File: config.mk
export PLATFORM = sky130hd
export DESIGN_NAME = sensor_power_sequencer_flat
export DESIGN_NICKNAME = d
export VERILOG_FILES = /design/src/sps_pkg.sv /design/src/sps_if.sv /design/src/sps_cfg_regs.sv /design/src/sps_core.sv /design/src/sensor_power_sequencer.sv /design/src/flat_wrapper.sv
export SDC_FILE = /design/constraint.sdc
export NUM_CORES = 1
export LEC_CHECK = 0
export ABC_AREA = 1
export BUFFER_PORTS_ARGS = -buffer_cell sky130_fd_sc_hd__buf_4
export CORE_MARGIN = 8
export CORE_UTILIZATION = 33
export DETAILED_ROUTE_END_ITERATION = 16
export SLEW_MARGIN = 20
export SYNTH_ARGS = -nofsm -noshare
export SYNTH_HDL_FRONTEND = slang
export SYNTH_HIERARCHICAL = 1
export SYNTH_SLANG_ARGS = --single-unit
File: constraint.sdc
create_clock -name clk -period 3.5 [get_ports clk]
set_input_delay 0.175 -clock clk [delete_from_list [all_inputs] [get_ports clk]]
set_output_delay 0.175 -clock clk [all_outputs]
set_load 0.1 [all_outputs]
File: src/sps_pkg.sv
package sps_pkg;

  localparam int LIMIT_W   = 16;
  localparam int CODE_W    = 3;
  localparam int CFG_IDX_W = 2;

  // Phase register, one-hot
  typedef enum logic [5:0] {
    PH_OFF   = 6'b000001,
    PH_HOLD  = 6'b000010,
    PH_WARM  = 6'b000100,
    PH_SETUP = 6'b001000,
    PH_RUN   = 6'b010000,
    PH_COOL  = 6'b100000
  } phase_t;

  localparam logic [CODE_W-1:0] CODE_OFF   = 3'd0;
  localparam logic [CODE_W-1:0] CODE_HOLD  = 3'd1;
  localparam logic [CODE_W-1:0] CODE_WARM  = 3'd2;
  localparam logic [CODE_W-1:0] CODE_SETUP = 3'd3;
  localparam logic [CODE_W-1:0] CODE_RUN   = 3'd4;
  localparam logic [CODE_W-1:0] CODE_COOL  = 3'd5;

  typedef enum logic [CFG_IDX_W-1:0] {
    REG_HOLD_OFF      = 2'd0,
    REG_WARMUP        = 2'd1,
    REG_FILTER_WARMUP = 2'd2
  } cfg_reg_t;

  typedef struct packed {
    logic [LIMIT_W-1:0] hold_off_ms;
    logic [LIMIT_W-1:0] warmup_ms;
    logic [LIMIT_W-1:0] filter_warmup_ms;
  } cfg_t;

  typedef struct packed {
    logic ms_tick;
    logic power_up_request;
    logic power_down_request;
    logic setup_ok;
  } item_t;

  typedef struct packed {
    logic [CODE_W-1:0] phase_code;
    logic              power_off;
    logic              filter_ready;
    logic              setup_strobe;
  } result_t;

  function automatic logic [CODE_W-1:0] phase_code(input phase_t ph);
    logic [CODE_W-1:0] code;
    unique case (ph)
      PH_OFF:   code = CODE_OFF;
      PH_HOLD:  code = CODE_HOLD;
      PH_WARM:  code = CODE_WARM;
      PH_SETUP: code = CODE_SETUP;
      PH_RUN:   code = CODE_RUN;
      PH_COOL:  code = CODE_COOL;
      default:  code = CODE_OFF;
    endcase
    return code;
  endfunction

endpackage

File: src/sps_if.sv
interface sps_in_if;
  logic valid;
  logic ready;
  logic ms_tick;
  logic power_up_request;
  logic power_down_request;
  logic setup_ok;

  modport source (output valid, output ms_tick, output power_up_request,
                  output power_down_request, output setup_ok, input ready);
  modport sink   (input valid, input ms_tick, input power_up_request,
                  input power_down_request, input setup_ok, output ready);
endinterface

interface sps_out_if;
  logic       valid;
  logic       ready;
  logic [2:0] phase_code;
  logic       power_off;
  logic       filter_ready;
  logic       setup_strobe;

  modport source (output valid, output phase_code, output power_off,
                  output filter_ready, output setup_strobe, input ready);
  modport sink   (input valid, input phase_code, input power_off,
                  input filter_ready, input setup_strobe, output ready);
endinterface

interface sps_cfg_if;
  logic        valid;
  logic        ready;
  logic [1:0]  index;
  logic [15:0] data;

  modport source (output valid, output index, output data, input ready);
  modport sink   (input valid, input index, input data, output ready);
endinterface

File: src/sps_cfg_regs.sv
module sps_cfg_regs (
  input  logic                              clk,
  input  logic                              rst_n,
  input  logic                              wr_en,
  input  logic [sps_pkg::CFG_IDX_W-1:0]     wr_idx,
  input  logic [sps_pkg::LIMIT_W-1:0]       wr_data,
  output sps_pkg::cfg_t                     cfg
);
  import sps_pkg::*;

  cfg_t cfg_r;
  cfg_t cfg_nxt;

  always_comb begin
    cfg_nxt = cfg_r;
    if (wr_en) begin
      unique case (cfg_reg_t'(wr_idx))
        REG_HOLD_OFF:      cfg_nxt.hold_off_ms      = wr_data;
        REG_WARMUP:        cfg_nxt.warmup_ms        = wr_data;
        REG_FILTER_WARMUP: cfg_nxt.filter_warmup_ms = wr_data;
        default:           cfg_nxt = cfg_r;
      endcase
    end
  end

  always_ff @(posedge clk) begin
    if (!rst_n) begin
      cfg_r.hold_off_ms      <= LIMIT_W'(500);
      cfg_r.warmup_ms        <= LIMIT_W'(200);
      cfg_r.filter_warmup_ms <= LIMIT_W'(1000);
    end else begin
      cfg_r <= cfg_nxt;
    end
  end

  assign cfg = cfg_r;

endmodule

File: src/sps_core.sv
module sps_core #(
  parameter int TIMER_WIDTH = 16
) (
  input  logic             clk,
  input  logic             rst_n,
  input  logic             step_en,
  input  sps_pkg::item_t   item,
  input  sps_pkg::cfg_t    cfg,
  output sps_pkg::result_t res
);
  import sps_pkg::*;

  localparam int CMP_W = (TIMER_WIDTH > LIMIT_W) ? TIMER_WIDTH : LIMIT_W;

  phase_t                 phase_r,      phase_nxt;
  logic [TIMER_WIDTH-1:0] elapsed_r,    elapsed_nxt;
  logic                   up_pend_r,    up_pend_nxt;
  logic                   down_pend_r,  down_pend_nxt;
  logic                   supply_off_r, supply_off_nxt;
  logic                   warmed_r,     warmed_nxt;
  logic                   strobe;
  logic [TIMER_WIDTH-1:0] t_tick;
  logic [CMP_W-1:0]       t_ext;

  // Saturating tick, added before the phase compare
  assign t_tick = (item.ms_tick && (elapsed_r != '1)) ? elapsed_r + 1'b1 : elapsed_r;
  assign t_ext  = CMP_W'(t_tick);

  always_comb begin
    phase_nxt      = phase_r;
    elapsed_nxt    = t_tick;
    up_pend_nxt    = up_pend_r | item.power_up_request;
    down_pend_nxt  = down_pend_r | item.power_down_request;
    supply_off_nxt = supply_off_r;
    warmed_nxt     = warmed_r;
    strobe         = 1'b0;
    unique case (phase_r)
      PH_OFF: begin
        if (up_pend_nxt) begin
          up_pend_nxt    = 1'b0;
          supply_off_nxt = 1'b1;
          elapsed_nxt    = '0;
          phase_nxt      = PH_HOLD;
        end
      end
      PH_HOLD: begin
        if (t_ext > CMP_W'(cfg.hold_off_ms)) begin
          supply_off_nxt = 1'b0;
          elapsed_nxt    = '0;
          phase_nxt      = PH_WARM;
        end
      end
      PH_WARM: begin
        if (t_ext > CMP_W'(cfg.warmup_ms)) begin
          phase_nxt = PH_SETUP;
        end
      end
      PH_SETUP: begin
        strobe      = 1'b1;
        elapsed_nxt = '0;
        if (item.setup_ok) begin
          warmed_nxt = 1'b0;
          phase_nxt  = PH_RUN;
        end else begin
          supply_off_nxt = 1'b1;
          phase_nxt      = PH_COOL;
        end
      end
      PH_RUN: begin
        if (down_pend_nxt) begin
          down_pend_nxt  = 1'b0;
          supply_off_nxt = 1'b1;
          warmed_nxt     = 1'b0;
          elapsed_nxt    = '0;
          phase_nxt      = PH_COOL;
        end else if (t_ext > CMP_W'(cfg.filter_warmup_ms)) begin
          warmed_nxt = 1'b1;
        end
      end
      PH_COOL: begin
        if (t_ext > CMP_W'(cfg.warmup_ms)) begin
          phase_nxt = PH_OFF;
        end
      end
      default: begin
        phase_nxt = phase_r;
      end
    endcase
  end

  always_ff @(posedge clk) begin
    if (!rst_n) begin
      phase_r      <= PH_OFF;
      elapsed_r    <= '0;
      up_pend_r    <= 1'b0;
      down_pend_r  <= 1'b0;
      supply_off_r <= 1'b1;
      warmed_r     <= 1'b0;
    end else if (step_en) begin
      phase_r      <= phase_nxt;
      elapsed_r    <= elapsed_nxt;
      up_pend_r    <= up_pend_nxt;
      down_pend_r  <= down_pend_nxt;
      supply_off_r <= supply_off_nxt;
      warmed_r     <= warmed_nxt;
    end
  end

  assign res.phase_code   = phase_code(phase_nxt);
  assign res.power_off    = supply_off_nxt;
  assign res.filter_ready = warmed_nxt;
  assign res.setup_strobe = strobe;

endmodule

File: src/sensor_power_sequencer.sv
// Sensor power sequencer.
// Walks a sensor supply through off, hold-off, warm-up, setup attempt,
// running and cool-down, one step per input item.
// Channels:
//   in_ch  : step items (ms_tick, power_up_request, power_down_request, setup_ok)
//   out_ch : one result per item (phase_code, power_off, filter_ready, setup_strobe)
//   cfg_ch : register writes, index 0 hold_off_ms, 1 warmup_ms, 2 filter_warmup_ms;
//            other indexes are dropped. Always ready; write only while idle.
// An accepted item waits in the input register, and its result then in the result
// register. Throughput: one item per cycle while out_ch is not stalled. The input
// register feeds a single pass of phase logic into the result register; the phase
// state updates in the same edge that loads the result register.
// Stall: while out_ch is stalled, the input register still takes one item;
// in_ch.ready drops only when both registers are full.
// Reset (rst_n low, synchronous): phase off, timer zero, requests cleared,
// supply off, filter not ready, both registers empty, config at defaults.
module sensor_power_sequencer #(
  parameter int TIMER_WIDTH = 16
) (
  input  logic       clk,
  input  logic       rst_n,
  sps_in_if.sink     in_ch,
  sps_out_if.source  out_ch,
  sps_cfg_if.sink    cfg_ch
);
  import sps_pkg::*;

  cfg_t    cfg;
  item_t   item_r;
  logic    in_vld_r;
  result_t res_r;
  result_t res_nxt;
  logic    out_vld_r;
  logic    adv;
  logic    in_take;

  // Configuration: always ready, taken in the same cycle
  assign cfg_ch.ready = 1'b1;

  sps_cfg_regs u_cfg (
    .clk     (clk),
    .rst_n   (rst_n),
    .wr_en   (cfg_ch.valid),
    .wr_idx  (cfg_ch.index),
    .wr_data (cfg_ch.data),
    .cfg     (cfg)
  );

  // Advance the held item into the result register when there is room
  assign adv          = in_vld_r && (!out_vld_r || out_ch.ready);
  assign in_ch.ready  = !in_vld_r || adv;
  assign in_take      = in_ch.valid && in_ch.ready;

  always_ff @(posedge clk) begin
    if (!rst_n) begin
      in_vld_r <= 1'b0;
    end else if (in_ch.ready) begin
      in_vld_r <= in_ch.valid;
    end
  end

  always_ff @(posedge clk) begin
    if (in_take) begin
      item_r.ms_tick            <= in_ch.ms_tick;
      item_r.power_up_request   <= in_ch.power_up_request;
      item_r.power_down_request <= in_ch.power_down_request;
      item_r.setup_ok           <= in_ch.setup_ok;
    end
  end

  sps_core #(
    .TIMER_WIDTH (TIMER_WIDTH)
  ) u_core (
    .clk     (clk),
    .rst_n   (rst_n),
    .step_en (adv),
    .item    (item_r),
    .cfg     (cfg),
    .res     (res_nxt)
  );

  // Result register: load on advance, drop valid once taken
  always_ff @(posedge clk) begin
    if (!rst_n) begin
      out_vld_r <= 1'b0;
    end else if (adv) begin
      out_vld_r <= 1'b1;
    end else if (out_ch.ready) begin
      out_vld_r <= 1'b0;
    end
  end

  always_ff @(posedge clk) begin
    if (adv) begin
      res_r <= res_nxt;
    end
  end

  assign out_ch.valid        = out_vld_r;
  assign out_ch.phase_code   = res_r.phase_code;
  assign out_ch.power_off    = res_r.power_off;
  assign out_ch.filter_ready = res_r.filter_ready;
  assign out_ch.setup_strobe = res_r.setup_strobe;

endmodule

File: src/flat_wrapper.sv
// flat-port wrapper written by rule: the top's interface ports become plain ports
module sensor_power_sequencer_flat import sps_pkg::*;
#(
  parameter int TIMER_WIDTH = 16
)
  (clk, rst_n, in_ch_valid, in_ch_ms_tick, in_ch_power_up_request, in_ch_power_down_request, in_ch_setup_ok, in_ch_ready, out_ch_valid, out_ch_phase_code, out_ch_power_off, out_ch_filter_ready, out_ch_setup_strobe, out_ch_ready, cfg_ch_valid, cfg_ch_index, cfg_ch_data, cfg_ch_ready);
  sps_in_if in_ch_i ();
  sps_out_if out_ch_i ();
  sps_cfg_if cfg_ch_i ();
  input  logic clk;
  input  logic rst_n;
  input wire logic [$bits(in_ch_i.valid)-1:0] in_ch_valid;
  input wire logic [$bits(in_ch_i.ms_tick)-1:0] in_ch_ms_tick;
  input wire logic [$bits(in_ch_i.power_up_request)-1:0] in_ch_power_up_request;
  input wire logic [$bits(in_ch_i.power_down_request)-1:0] in_ch_power_down_request;
  input wire logic [$bits(in_ch_i.setup_ok)-1:0] in_ch_setup_ok;
  output wire logic [$bits(in_ch_i.ready)-1:0] in_ch_ready;
  output wire logic [$bits(out_ch_i.valid)-1:0] out_ch_valid;
  output wire logic [$bits(out_ch_i.phase_code)-1:0] out_ch_phase_code;
  output wire logic [$bits(out_ch_i.power_off)-1:0] out_ch_power_off;
  output wire logic [$bits(out_ch_i.filter_ready)-1:0] out_ch_filter_ready;
  output wire logic [$bits(out_ch_i.setup_strobe)-1:0] out_ch_setup_strobe;
  input wire logic [$bits(out_ch_i.ready)-1:0] out_ch_ready;
  input wire logic [$bits(cfg_ch_i.valid)-1:0] cfg_ch_valid;
  input wire logic [$bits(cfg_ch_i.index)-1:0] cfg_ch_index;
  input wire logic [$bits(cfg_ch_i.data)-1:0] cfg_ch_data;
  output wire logic [$bits(cfg_ch_i.ready)-1:0] cfg_ch_ready;
  assign in_ch_i.valid = in_ch_valid;
  assign in_ch_i.ms_tick = in_ch_ms_tick;
  assign in_ch_i.power_up_request = in_ch_power_up_request;
  assign in_ch_i.power_down_request = in_ch_power_down_request;
  assign in_ch_i.setup_ok = in_ch_setup_ok;
  assign in_ch_ready = in_ch_i.ready;
  assign out_ch_valid = out_ch_i.valid;
  assign out_ch_phase_code = out_ch_i.phase_code;
  assign out_ch_power_off = out_ch_i.power_off;
  assign out_ch_filter_ready = out_ch_i.filter_ready;
  assign out_ch_setup_strobe = out_ch_i.setup_strobe;
  assign out_ch_i.ready = out_ch_ready;
  assign cfg_ch_i.valid = cfg_ch_valid;
  assign cfg_ch_i.index = cfg_ch_index;
  assign cfg_ch_i.data = cfg_ch_data;
  assign cfg_ch_ready = cfg_ch_i.ready;
  sensor_power_sequencer #(.TIMER_WIDTH(TIMER_WIDTH)) u_core (.clk(clk), .rst_n(rst_n), .in_ch(in_ch_i), .out_ch(out_ch_i), .cfg_ch(cfg_ch_i));
endmodule
==> results.sh <==
export IMPL_status="complete, but fails checks"
export IMPL_failed_checks="negative setup slack"
export IMPL_ys_ff_latch=86
export IMPL_place_inst=999
export IMPL_finalCriticalPeriod_ns=3.50
export IMPL_finalCritPeriodShare=1.00
export IMPL_wl_per_cell_um=12.8
export IMPL_grt_max_degree=57
export IMPL_placementRows=47
export IMPL_synth_cell_area_mm2=0.00541
export IMPL_async_reset_ff_frac=0
export IMPL_numPortBuffers=34
export IMPL_setup_viol=1
export IMPL_track_usage=0.132
export IMPL_final_cells=1024
export IMPL_antenna_found_initial=0
export IMPL_pin_count=36
export IMPL_floorplan_die_width_um=144
export IMPL_area_growth_pct=20.1
export IMPL_clock_root_buffer="clkbuf_16"
export IMPL_reg2reg_from="u_core/u_core/elapsed_r[0]"
export IMPL_routed_wl_um=13100
export IMPL_via_count=4695
export IMPL_tightest_slew_ns=1.08
export IMPL_routed_via_density=4.58
export IMPL_ant_nets=0
export IMPL_syn_inst=757
export IMPL_synth_edff_count=10
export IMPL_yosysSeqAreaShare=0.337
export IMPL_power_density_mw_per_mm2=376
export IMPL_drv_cap=0
export IMPL_clk_latency_ns=0.35
export IMPL_hp_class="in -> reg"
export IMPL_die_h_um=144
export IMPL_leakagePower_uw=0.00319
export IMPL_hold_viol_final=0
export IMPL_max_stage_delay_ns=0.32
export IMPL_start_util=0.332
export IMPL_clock_path_buffers=2
export IMPL_dr_pass1_iters=4
export IMPL_clk_pin_slew_ns=0.07
export IMPL_critPathCaptureType="flip-flop"
export IMPL_num_antenna_cells=0
export IMPL_ys_warn_count=6
export IMPL_rrSetupSlack_ns=-0.001
export IMPL_crit_path_cell_trace="ha_2 > inv_2 > nor2_2 > nand2_2 > o21ai_4 > nor2_4 > nand2_2 > nor3_4 > nand3_2 > xnor2_4 > buf_6 > ha_4 > nand4_1 > nor2_2 > nand4_1 > nor2_2 > nand2_1 > nand3_4 > nand2_2 > o21ai_4 > nand4_1"
export IMPL_fmax_mhz=286
export IMPL_clock_skew_final_ns=0.00916
export IMPL_grt_pass1_vias=4378
export IMPL_r2r_end="u_core/out_ch.phase_code[0]"
export IMPL_crit_required_ns=3.59
export IMPL_critPathLaunch="u_core/u_core/elapsed_r[0]"
export IMPL_drv_slew=0
export IMPL_grt_overflow=0
export IMPL_place_congestion=0.849
export IMPL_drc=0
export IMPL_drtIter0Drc=229
export IMPL_cts_sinks=86
export IMPL_dp_hpwl_um=9120
export IMPL_maxSlewHeadroom=0.272
export IMPL_max_vdd_ir_drop_mv=0.259
export IMPL_yosysUniqueCellTypes=43
export IMPL_rr_worst_depth=21
export IMPL_die_area_mm2=0.0208
export IMPL_fill_cells=1760
export IMPL_avgSynthCellArea_um2=7.15
export IMPL_setup_worst_path_end="u_core/out_ch.phase_code[0]"
export IMPL_finalPower_uw=2440
export IMPL_grt_pass1_wl_um=21600
export IMPL_nets=872
export IMPL_ys_flop_type="dfxtp_1"
export IMPL_htree_levels=3
export IMPL_layout_setup_ws_ns=-0.00142
export IMPL_drive_above_1_share=0.205
export IMPL_cpMaxStageDelayCell="dfxtp_2"
export IMPL_cts_made_buffers=9
export IMPL_worstPathMaxFanout=4
export IMPL_syn_num_nets=830
export IMPL_cp_data_arrival_time_ns=3.59
export IMPL_cts_tree="yes"
export IMPL_core_mm2=0.0163
export IMPL_path_class="reg -> reg"
export IMPL_crit_path_start_kind="flip-flop"
export IMPL_rsz0062_at_grt="yes"
-- worst min path at each step --
stage	start	end	slack, ns	depth (start not counted)
2_1_floorplan	in_ch_setup_ok	u_core/item_r[0]	0.27	0
3_3_place_gp	in_ch_power_down_request	u_core/item_r[1]	0.36	1
3_5_place_dp	in_ch_power_down_request	u_core/item_r[1]	0.35	1
4_1_cts	cfg_ch_data[9]	u_core/u_cfg/cfg[9]	0.02	3
5_1_grt	cfg_ch_data[9]	u_core/u_cfg/cfg[9]	0.03	3
6_report	cfg_ch_data[9]	u_core/u_cfg/cfg[9]	0.04	3
-- registers in the layout, summed over array words and instances (netlist names) --
signal / cells
u_core/u_cfg/cfg: 48
u_core/item_r: 4
u_core/out_ch.phase_code: 3
u_core/out_ch.valid: 1
u_core/u_core/warmed_r: 1
u_core/in_vld_r: 1
u_core/u_core/phase_r: 6
u_core/u_core/supply_off_r: 1
u_core/out_ch.power_off: 1
u_core/out_ch.setup_strobe: 1
u_core/u_core/up_pend_r: 1
u_core/u_core/down_pend_r: 1
u_core/u_core/elapsed_r: 16
u_core/out_ch.filter_ready: 1
-- placed cells by master (no fill, tap or decap), drive strengths merged, types with 5 or more instances in the layout --
master     n
o21ai     10
nor3      10
nand4     17
inv      148
nand3     67
o2111ai    5
ha        46
clkbuf    10
buf       56
a21oi     60
nor2      84
dfxtp     76
xor2       8
edfxtp    10
nand2    165
xnor2      6
-- cell type report --
type,instances,area (um^2),area share
multi-input cells,499,3110,0.478
flip-flops and latches,86,1830,0.281
inverters,143,537,0.0826
repair buffers,60,464,0.0714
well taps,220,275,0.0423
clock buffers,10,239,0.0368
clock inverters,6,48.8,0.00751
-- layer usage --
layer / wire, um / track usage / vias to the layer above / share of wire
met5: 0 / 0 / - / 0
met3: 610 / 0.0314 / 10 / 0.046
met1: 6510 / 0.180 / 2117 / 0.50
met2: 5850 / 0.201 / 75 / 0.45
li1: - / - / 2493 / -
met4: 164 / 0.0432 / 0 / 0.012
-- Yosys cell counts, types with 2 or more instances --
library cell,n,area (um^2)
nor2_2,2,12.5
clkbuf_1,9,33.8
a21oi_2,12,105
inv_2,2,7.51
o211ai_1,2,15.0
o21a_1,2,15.0
o2111ai_1,5,43.8
o21ai_0,8,40.0
nand2_4,2,22.5
o221ai_1,2,17.5
buf_2,7,35.0
ha_1,46,576
nand3_2,10,100
inv_1,141,529
nor3_1,7,35.0
a211oi_1,4,30.0
a21oi_1,48,240
xnor2_1,6,52.6
nand4_1,17,106
xor2_1,8,70.1
nand3b_1,2,15.0
nor2_1,81,304
edfxtp_1,10,300
buf_4,9,67.6
nor4_1,3,18.8
dfxtp_1,76,1520
buf_6,3,33.8
nor3_2,3,30.0
nand3_1,55,275
nand2_1,156,586
nand2_2,7,43.8
-- worst max-delay path, delay by kind of cell, from the launching register on --
kind            cells  cell delay (ns)
flops               1             0.32
simple gates       14             1.84
xor+xnor            1             0.19
fa+ha+maj           2             0.42
compound gates      2             0.26
buf+inv             2             0.19
-- power by group --
part	switching (uW)	internal, uW
Combinational	282	139
Sequential	29.6	1050
Clock	432	511
-- cell families (layout without fill, tap and decap cells) --
logic type	after synthesis	in the layout	synth area share
AND/OR/NAND/NOR	348	349	0.294
buffers and inverters	173	219	0.135
AO/OA/AOI/OAI	89	89	0.105
flip-flops	86	86	0.337
adder cells (fa/ha/maj)	46	46	0.106
XOR/XNOR	14	14	0.0227
other	1	1	0.000693
-- repair_timing --
action / CTS / global route
buffers inserted: 0 / 4
endpoints found under the setup margin: 20 / 28
resized for setup: 8 / 48
pin swaps: 0 / 30
cloned: 1 / 0
endpoints found under the hold margin: 4 / 0
hold buffers: 4 / 0
-- through the flow --
step	hold WS [ns]	TNS, ns	instance area (um^2)	utilization	setup slack (ns)
finish	0.0358	-0.00142	6500	0.399	-0.00142
CTS	0.0165	-0.0431	6270	0.385	-0.0267
global placement	0.357	-0.171	5890	0.362	-0.0564
floorplan	0.274	0	5410	-	0.173
global route	0.0334	-4.16	6500	0.399	-0.221
detailed placement	0.355	-0.618	5890	0.362	-0.107
(Power assumes the default switching activity.)
